<file path="src/rtl/core/lsm_pkg.sv">
// Shared types and constants for the line substring matcher.
package lsm_pkg;

   // Widths fixed by the request and result fields
   localparam int BYTE_W  = 8;
   localparam int WORD_W  = 64;
   localparam int LEN_W   = 5;
   localparam int COUNT_W = 16;
   localparam int KEPT_W  = 8;
   localparam int IDX_W   = 2;

   // Pattern storage spans two 64-bit registers
   localparam int PAT_BYTES = 16;
   localparam int PAT_IDX_W = 4;

   // Bytes that close a line
   localparam logic [BYTE_W-1:0] BYTE_NEWLINE = 8'h0A;
   localparam logic [BYTE_W-1:0] BYTE_NUL     = 8'h00;

   localparam logic [COUNT_W-1:0] COUNT_MAX = 16'hFFFF;

   // Configuration register indexes
   typedef enum logic [IDX_W-1:0] {
      REG_PATTERN_LOW  = 2'd0,
      REG_PATTERN_HIGH = 2'd1,
      REG_PATTERN_LEN  = 2'd2
   } reg_index_type;

   // One result as held in the output stages
   typedef struct packed {
      logic [COUNT_W-1:0] line_number;
      logic               line_matched;
      logic [KEPT_W-1:0]  kept_length;
      logic [COUNT_W-1:0] match_total;
      logic               final_line;
   } result_type;

endpackage

</file>
<file path="src/rtl/core/lsm_cell.sv">
// One window cell: holds a recent byte, shifts it on, and compares its next value.
module lsm_cell (
   input  logic                        clock,
   input  logic                        shift_en,
   input  logic                        clear,
   input  logic [lsm_pkg::BYTE_W-1:0]  shift_in,
   input  logic [lsm_pkg::BYTE_W-1:0]  pattern_byte,
   input  logic                        cell_used,
   output logic [lsm_pkg::BYTE_W-1:0]  byte_out,
   output logic                        hit
);

   logic [lsm_pkg::BYTE_W-1:0] byte_ff;
   logic [lsm_pkg::BYTE_W-1:0] byte_in;

   // Next content of this cell
   always_comb begin
      if (clear) begin
         byte_in = '0;
      end else if (shift_en) begin
         byte_in = shift_in;
      end else begin
         byte_in = byte_ff;
      end
   end

   always_ff @(posedge clock) begin
      byte_ff <= byte_in;
   end

   // Compare the byte that arrives with this shift; cells past the pattern always hit
   assign hit      = !cell_used || (shift_in == pattern_byte);
   assign byte_out = byte_ff;

endmodule

</file>
<file path="src/rtl/core/line_substring_matcher_core.sv">
// Top level of the line substring matcher: cell chain, line counters and result skid.
//
// The block takes one file byte per request and can accept a request in every cycle.
// A newline, a zero byte or the end mark closes the line and yields one response,
// registered in the response register or in the skid entry; other bytes yield none.
// All PATTERN_MAX pattern bytes are compared at once by a chain of window cells, so
// the rate is one byte per cycle while req_stall is low. A two-entry output (response
// register plus one skid entry) lets requests flow while a response waits; req_stall
// rises only when both entries are full. Only the first LINE_KEEP bytes of a line take
// part in the search. Line and match counts saturate at 65535; after the end mark the
// counters and window restart for a new file; the pattern registers keep their values.
module line_substring_matcher_core #(
   parameter int PATTERN_MAX = 16,
   parameter int LINE_KEEP   = 255
) (
   input  logic                          clock,
   input  logic                          reset,
   // request channel
   input  logic                          req_valid,
   output logic                          req_stall,
   input  logic [lsm_pkg::BYTE_W-1:0]    req_text_byte,
   input  logic                          req_end_mark,
   // response channel
   output logic                          rsp_valid,
   input  logic                          rsp_stall,
   output logic [lsm_pkg::COUNT_W-1:0]   rsp_line_number,
   output logic                          rsp_line_matched,
   output logic [lsm_pkg::KEPT_W-1:0]    rsp_kept_length,
   output logic [lsm_pkg::COUNT_W-1:0]   rsp_match_total,
   output logic                          rsp_final_line,
   // configuration port
   input  logic                          csr_write,
   input  logic [lsm_pkg::IDX_W-1:0]     csr_index,
   input  logic [lsm_pkg::WORD_W-1:0]    csr_data
);

   // Configuration registers
   logic [lsm_pkg::WORD_W-1:0] pat_low_ff;
   logic [lsm_pkg::WORD_W-1:0] pat_high_ff;
   logic [lsm_pkg::LEN_W-1:0]  pat_len_ff;

   always_ff @(posedge clock) begin
      if (reset) begin
         pat_low_ff  <= '0;
         pat_high_ff <= '0;
         pat_len_ff  <= lsm_pkg::LEN_W'(1);
      end else if (csr_write) begin
         case (lsm_pkg::reg_index_type'(csr_index))
            lsm_pkg::REG_PATTERN_LOW:  pat_low_ff  <= csr_data;
            lsm_pkg::REG_PATTERN_HIGH: pat_high_ff <= csr_data;
            lsm_pkg::REG_PATTERN_LEN:  pat_len_ff  <= csr_data[lsm_pkg::LEN_W-1:0];
            default: ;
         endcase
      end
   end

   // Effective pattern length, capped at the window depth
   logic [lsm_pkg::LEN_W-1:0] used_len;
   assign used_len = (pat_len_ff > lsm_pkg::LEN_W'(PATTERN_MAX))
                   ? lsm_pkg::LEN_W'(PATTERN_MAX) : pat_len_ff;

   // Pattern bytes in order
   logic [lsm_pkg::BYTE_W-1:0] pat_bytes [lsm_pkg::PAT_BYTES];
   always_comb begin
      for (int k = 0; k < lsm_pkg::PAT_BYTES; k++) begin
         if (k < 8) begin
            pat_bytes[k] = pat_low_ff[8*k +: 8];
         end else begin
            pat_bytes[k] = pat_high_ff[8*(k-8) +: 8];
         end
      end
   end

   // Handshake and byte classification
   logic skid_valid_ff;
   logic req_accept;
   logic closes_line;
   logic keep_byte;

   logic [lsm_pkg::KEPT_W-1:0]  kept_ff;
   logic                        found_ff;
   logic [lsm_pkg::COUNT_W-1:0] line_ff;
   logic [lsm_pkg::COUNT_W-1:0] match_ff;

   assign req_stall   = skid_valid_ff;
   assign req_accept  = req_valid && !req_stall;
   assign closes_line = req_end_mark || (req_text_byte == lsm_pkg::BYTE_NEWLINE)
                        || (req_text_byte == lsm_pkg::BYTE_NUL);
   assign keep_byte   = req_accept && !closes_line
                        && (kept_ff < lsm_pkg::KEPT_W'(LINE_KEEP));

   // Window cell chain; cell j holds the byte j places back
   logic [lsm_pkg::BYTE_W-1:0] cell_byte [PATTERN_MAX];
   logic [PATTERN_MAX-1:0]     cell_hit;
   logic                       clear_window;

   assign clear_window = reset || (req_accept && closes_line);

   for (genvar j = 0; j < PATTERN_MAX; j++) begin : g_cell
      logic [lsm_pkg::LEN_W-1:0]  align_idx;
      logic [lsm_pkg::BYTE_W-1:0] chain_in;

      // Cell j meets pattern byte used_len-1-j
      assign align_idx = used_len - lsm_pkg::LEN_W'(1) - lsm_pkg::LEN_W'(j);

      if (j == 0) begin : g_head
         assign chain_in = req_text_byte;
      end else begin : g_body
         assign chain_in = cell_byte[j-1];
      end

      lsm_cell u_cell (
         .clock        (clock),
         .shift_en     (keep_byte),
         .clear        (clear_window),
         .shift_in     (chain_in),
         .pattern_byte (pat_bytes[align_idx[lsm_pkg::PAT_IDX_W-1:0]]),
         .cell_used    (lsm_pkg::LEN_W'(j) < used_len),
         .byte_out     (cell_byte[j]),
         .hit          (cell_hit[j])
      );
   end

   // Match after this byte: all cells agree and the line is long enough
   logic [lsm_pkg::KEPT_W-1:0] kept_inc;
   logic                       window_match;

   assign kept_inc     = kept_ff + lsm_pkg::KEPT_W'(1);
   assign window_match = (used_len != '0) && (&cell_hit)
                         && (kept_inc >= lsm_pkg::KEPT_W'(used_len));

   // Line close: result and counter updates
   logic                        line_matched;
   logic [lsm_pkg::COUNT_W-1:0] match_next;
   lsm_pkg::result_type         new_result;

   assign line_matched = found_ff || (used_len == '0);
   assign match_next   = (line_matched && (match_ff != lsm_pkg::COUNT_MAX))
                       ? match_ff + lsm_pkg::COUNT_W'(1) : match_ff;

   always_comb begin
      new_result.line_number  = line_ff;
      new_result.line_matched = line_matched;
      new_result.kept_length  = kept_ff;
      new_result.match_total  = match_next;
      new_result.final_line   = req_end_mark;
   end

   // Per-line and per-file state
   logic [lsm_pkg::KEPT_W-1:0]  kept_in;
   logic                        found_in;
   logic [lsm_pkg::COUNT_W-1:0] line_in;
   logic [lsm_pkg::COUNT_W-1:0] match_in;

   always_comb begin
      kept_in  = kept_ff;
      found_in = found_ff;
      line_in  = line_ff;
      match_in = match_ff;
      if (req_accept && closes_line) begin
         kept_in  = '0;
         found_in = 1'b0;
         if (req_end_mark) begin
            line_in  = lsm_pkg::COUNT_W'(1);
            match_in = '0;
         end else begin
            match_in = match_next;
            if (line_ff != lsm_pkg::COUNT_MAX) begin
               line_in = line_ff + lsm_pkg::COUNT_W'(1);
            end
         end
      end else if (keep_byte) begin
         kept_in = kept_inc;
         if (window_match) begin
            found_in = 1'b1;
         end
      end
   end

   always_ff @(posedge clock) begin
      if (reset) begin
         kept_ff  <= '0;
         found_ff <= 1'b0;
         line_ff  <= lsm_pkg::COUNT_W'(1);
         match_ff <= '0;
      end else begin
         kept_ff  <= kept_in;
         found_ff <= found_in;
         line_ff  <= line_in;
         match_ff <= match_in;
      end
   end

   // Output register with one skid entry behind it
   logic                rsp_valid_ff;
   lsm_pkg::result_type rsp_ff;
   lsm_pkg::result_type skid_ff;
   logic                new_valid;
   logic                out_free;

   assign new_valid = req_accept && closes_line;
   assign out_free  = !rsp_valid_ff || !rsp_stall;

   always_ff @(posedge clock) begin
      if (reset) begin
         rsp_valid_ff  <= 1'b0;
         skid_valid_ff <= 1'b0;
      end else if (out_free) begin
         if (skid_valid_ff) begin
            rsp_valid_ff  <= 1'b1;
            skid_valid_ff <= 1'b0;
         end else begin
            rsp_valid_ff <= new_valid;
         end
      end else if (new_valid) begin
         skid_valid_ff <= 1'b1;
      end
   end

   always_ff @(posedge clock) begin
      if (out_free) begin
         if (skid_valid_ff) begin
            rsp_ff <= skid_ff;
         end else if (new_valid) begin
            rsp_ff <= new_result;
         end
      end else if (new_valid) begin
         skid_ff <= new_result;
      end
   end

   assign rsp_valid        = rsp_valid_ff;
   assign rsp_line_number  = rsp_ff.line_number;
   assign rsp_line_matched = rsp_ff.line_matched;
   assign rsp_kept_length  = rsp_ff.kept_length;
   assign rsp_match_total  = rsp_ff.match_total;
   assign rsp_final_line   = rsp_ff.final_line;

`ifndef SYNTHESIS
   // The skid entry is only ever filled behind a held response
   a_skid_behind_rsp: assert property (@(posedge clock) disable iff (reset)
      skid_valid_ff |-> rsp_valid_ff)
      else $error("skid entry valid without a pending response");

   // The end mark restarts line and match counting
   a_file_restart: assert property (@(posedge clock) disable iff (reset)
      (req_accept && req_end_mark) |=> (line_ff == lsm_pkg::COUNT_W'(1)) && (match_ff == '0))
      else $error("counters not restarted after end mark");

   // The kept byte count never passes the line limit
   a_kept_limit: assert property (@(posedge clock) disable iff (reset)
      kept_ff <= lsm_pkg::KEPT_W'(LINE_KEEP))
      else $error("kept byte count beyond line limit");

   // A line close always yields a response on the next cycle or in the skid entry
   a_close_lands: assert property (@(posedge clock) disable iff (reset)
      new_valid |=> (rsp_valid_ff || skid_valid_ff))
      else $error("line close produced no response");
`endif

endmodule

</file>
<file path="config.mk">
export PLATFORM = sky130hd
export DESIGN_NAME = line_substring_matcher_core
export DESIGN_NICKNAME = d
export VERILOG_FILES = /design/src/rtl/core/lsm_pkg.sv /design/src/rtl/core/lsm_cell.sv /design/src/rtl/core/line_substring_matcher_core.sv
export SDC_FILE = /design/constraint.sdc
export NUM_CORES = 1
export LEC_CHECK = 0
export ABC_CLOCK_PERIOD_IN_PS = 4950
export BUFFER_PORTS_ARGS = -buffer_cell sky130_fd_sc_hd__buf_2
export CAP_MARGIN = 5
export CORE_MARGIN = 1
export CORE_UTILIZATION = 45
export CTS_CLUSTER_SIZE = 28
export DETAILED_ROUTE_END_ITERATION = 12
export SYNTH_ARGS = -nofsm -noshare
export SYNTH_HDL_FRONTEND = slang
export SYNTH_SLANG_ARGS = --single-unit
</file>
<file path="constraint.sdc">
create_clock -name clock -period 4.95 [get_ports clock]
set_input_delay 1.485 -clock clock [delete_from_list [all_inputs] [get_ports clock]]
set_output_delay 1.485 -clock clock [all_outputs]
set_load 0.05 [all_outputs]
</file>
==> results.md <==
- Outcome: finished clean
- CTS Buffer Depth: 3
- Yosys cell types: 90
- Most frequent CP cell: nand4_1
- Yosys top cell by area: dfxtp_1
- Worst hold slack: 0.475 ns
- CP bufs+invs: 2
- DRT iter0 DRCs: between 2000 and 3000
- CTS Root Cell: clkbuf_16
- Top area cells in the synthesized netlist: dfxtp_1 (24%), edfxtp_1 (10%), nand2_1 (8.7%), mux4_2 (8.3%), mux2i_1 (7.9%)
- Setup_tns: 0 ns
- Clock transition at path regs: 0.06 ns
- Mapped cell area: 0.0245 sq mm
- Endpoints failing setup: 0
- Clk Latency, worst-skew pair: 0.62 ns
- Power Total: roughly 8 mW
- Number of port buffers: ~120
- RSZ-0062 raised after global routing: false
- Initial antenna violation count: 1
- Most frequent cells in the layout: nand2_1 (567), a21oi_1 (299), dfxtp_1 (292), mux2i_1 (193), buf_2 (122)
- Crit path max fanout: 26
- Clock buffer count from CTS: 41
- Worst path arrival time: approximately 5 ns
- Yosys warning count: 0
- Pwr Density: 298 mW/mm^2
- Placed cells: 3447
- Ratio of cells with drive above 1 in the final layout: 18.1%
- Vias in the first global route: 21100
- Cell family with most CP delay: simple AND/OR/NAND/NOR gates
- Htree depth: 2
- Die area: 0.0553 sq mm
- Tcrit/Tclk final: 90.3%
- Chip width: 235 microns
- Via count: 23000
- Crit-path cells: nor2b_2, inv_2, ha_2, buf_4, mux4_2, o21ai_0, nand4_1, and3b_1, nor4_1, nand4_1, a2111oi_0, o2111ai_1, o21ai_1
- Number of cell rows: 85
- Post-Synth Simple-Gate Area: 18.8%
- Number of diodes: 0
- Post-route setup slack: 0.478 ns
- Fin area: approximately 0.027 sq mm
- Hold WC Path Type: flip-flop to flip-flop
- Layout overhead on the synthesized area: 11.0%
- Total track usage: between 30% and 40%
- Req. time, crit path: 5.47 ns
- Final net count: 2883
- DR pass1 iterations: 5
- Clock skew: between 0.03 and 0.04 ns
- GRT overflow: 0
- Syn nets: 2845
- Most common cell after layout, fill and taps aside: nand2_1
- Fin. Hold Viols: 0
- Die Y: about 240 microns
- Max_cap viols: 0
- Initial core utilization: 45.5%
- Final core utilization: 50.6%
- Core area: between 0.05 and 0.06 sq mm
- DR vias/cell: 6.55
- Post-DP HPWL: 77400 microns
- Final WL: around 100000 microns
- Max-slew headroom: a little over a quarter
- Worst Setup End Kind: flip-flop
- Post-synthesis mux area share: 19.8%
- Final GP Congestion: roughly 1.1
- Post-synth top flop: dfxtp_1
- Yosys reg bits: 380
- Post-CTS Setup Inserts: 0
- Max incr delay on CP: 0.56 ns
- Largest net degree at the start of global routing: between 100 and 150
- CTS tree: built
- Pleak: 9.54 nW
- Pins over their slew limit: 0
- Slew @ Worst Pin: between 1 and 1.5 ns
- Mean post-synth cell area: 8.87 sq um
- Asr flop ratio synth: 0%
- Final Non-Filler Cells: roughly 3500
- Register area share after synthesis: 34.5%
- Setup CP Type: flip-flop to flip-flop
- Maximum vdd ir drop: 277 uV
- First-pass GRT wire length: 146000 microns
- Min Tclk post-route: 4.47 ns
- Cells after Synth: 2756
- Critical Path Start Type: flip-flop
- CTS Sinks: 380
- Main combinational cell family by area after synthesis: multiplexers
- DRC Markers: 0
- Area after DPL: 0.0258 sq mm
- Pre-CTS setup slack: around 0.69 ns
- XOR/XNOR Fraction of Synth Area: under 10%
- I/O pin count: 124
- Hold buffers post-CTS: 0
- Compound-Gate Fraction of Synth Area: 17.5%
- Post-synth EDFFs: 84
- Adder-cell share of the synthesized area: less than 1%
- Post-cts resize count: 0
- CP max-delay cell: nor4_1
- Wire per inst: 28.5 microns
- F_max: around 0.22 GHz
- Antenna Nets Post-Route: 0
- Share of Yosys cell area claimed by the top area cell type: 24.2%
[path summary, 6_finish.rpt]
| kind | start | endpoint | slack [ns] | cells after the start |
|---|---|---|---|---|
| setup / recovery | pat_len_ff[1] | found_ff | 0.48 | 13 |
| hold / removal | g_cell[14].u_cell.byte_out[5] | g_cell[14].u_cell.byte_out[5] | 0.47 | 2 |
| setup reg to reg | pat_len_ff[1] | found_ff | 0.48 | 13 |
| hold reg to reg | g_cell[14].u_cell.byte_out[5] | g_cell[14].u_cell.byte_out[5] | 0.47 | 2 |
[registers in the layout, summed over array words and instances, names as in the netlist, 16 cells and up]
name and cells:
line_ff 16, pat_low_ff 64, rsp_match_total 16, g_cell.u_cell.byte_out 120, match_ff 16, rsp_line_number 16, skid_ff 42, pat_high_ff 64
[kinds of logic after synthesis]
family / count (synthesis)
buf+inv: 255
flops: 380
mux: 361
xor+xnor: 116
fa+ha+maj: 9
compound gates: 662
simple gates: 973
[synthesized netlist by cell type (19+ instances only)]
library cell,instances
a2111oi_0,29
inv_1,36
nor2_1,78
nand3_1,60
mux2_2,74
mux4_2,90
a2bb2oi_1,21
edfxtp_1,84
mux2i_1,194
clkbuf_1,139
a211oi_1,20
a21oi_1,300
nor4_1,26
o21ai_0,68
xnor2_1,49
o221ai_1,23
nand4_1,31
buf_2,47
xor2_1,60
or3_1,21
nor3_1,35
o211ai_1,25
dfxtp_1,296
nand2_1,567
and3_1,19
[cell type report]
type / instances / area, sq um
Sequential cell: 380 / 8460
Multi-Input combinational cell: 2121 / 15000
Inverter: 39 / 156
Timing Repair Buffer: 211 / 1330
Tap cell: 696 / 871
Fill cell: 5051 / 26600
Clock buffer: 50 / 1090
Clock inverter: 24 / 241
[where the power goes]
part	total, mW	internal [mW]	switching, mW
Sequential	3.32	3.22	0.104
Combinational	1.71	0.613	1.10
Clock	3.07	1.70	1.36
Total	8.10	5.54	2.57
[worst min-delay path, delay by kind of cell (launching register included)]
family | cells | cell delay, ns
AOI/OAI and AO/OA | 1 | 0.05
DFF | 1 | 0.32
and+or+nand+nor | 1 | 0.06
[routing by layer]
layer	vias to the layer above	wire, microns	GRT usage [%]
li1	10300	-	-
met1	11300	42700	49.8
met2	1233	43000	53.2
met3	212	9740	6.99
met4	2	4980	16.0
met5	-	13	0
(Power assumes the default switching activity.)
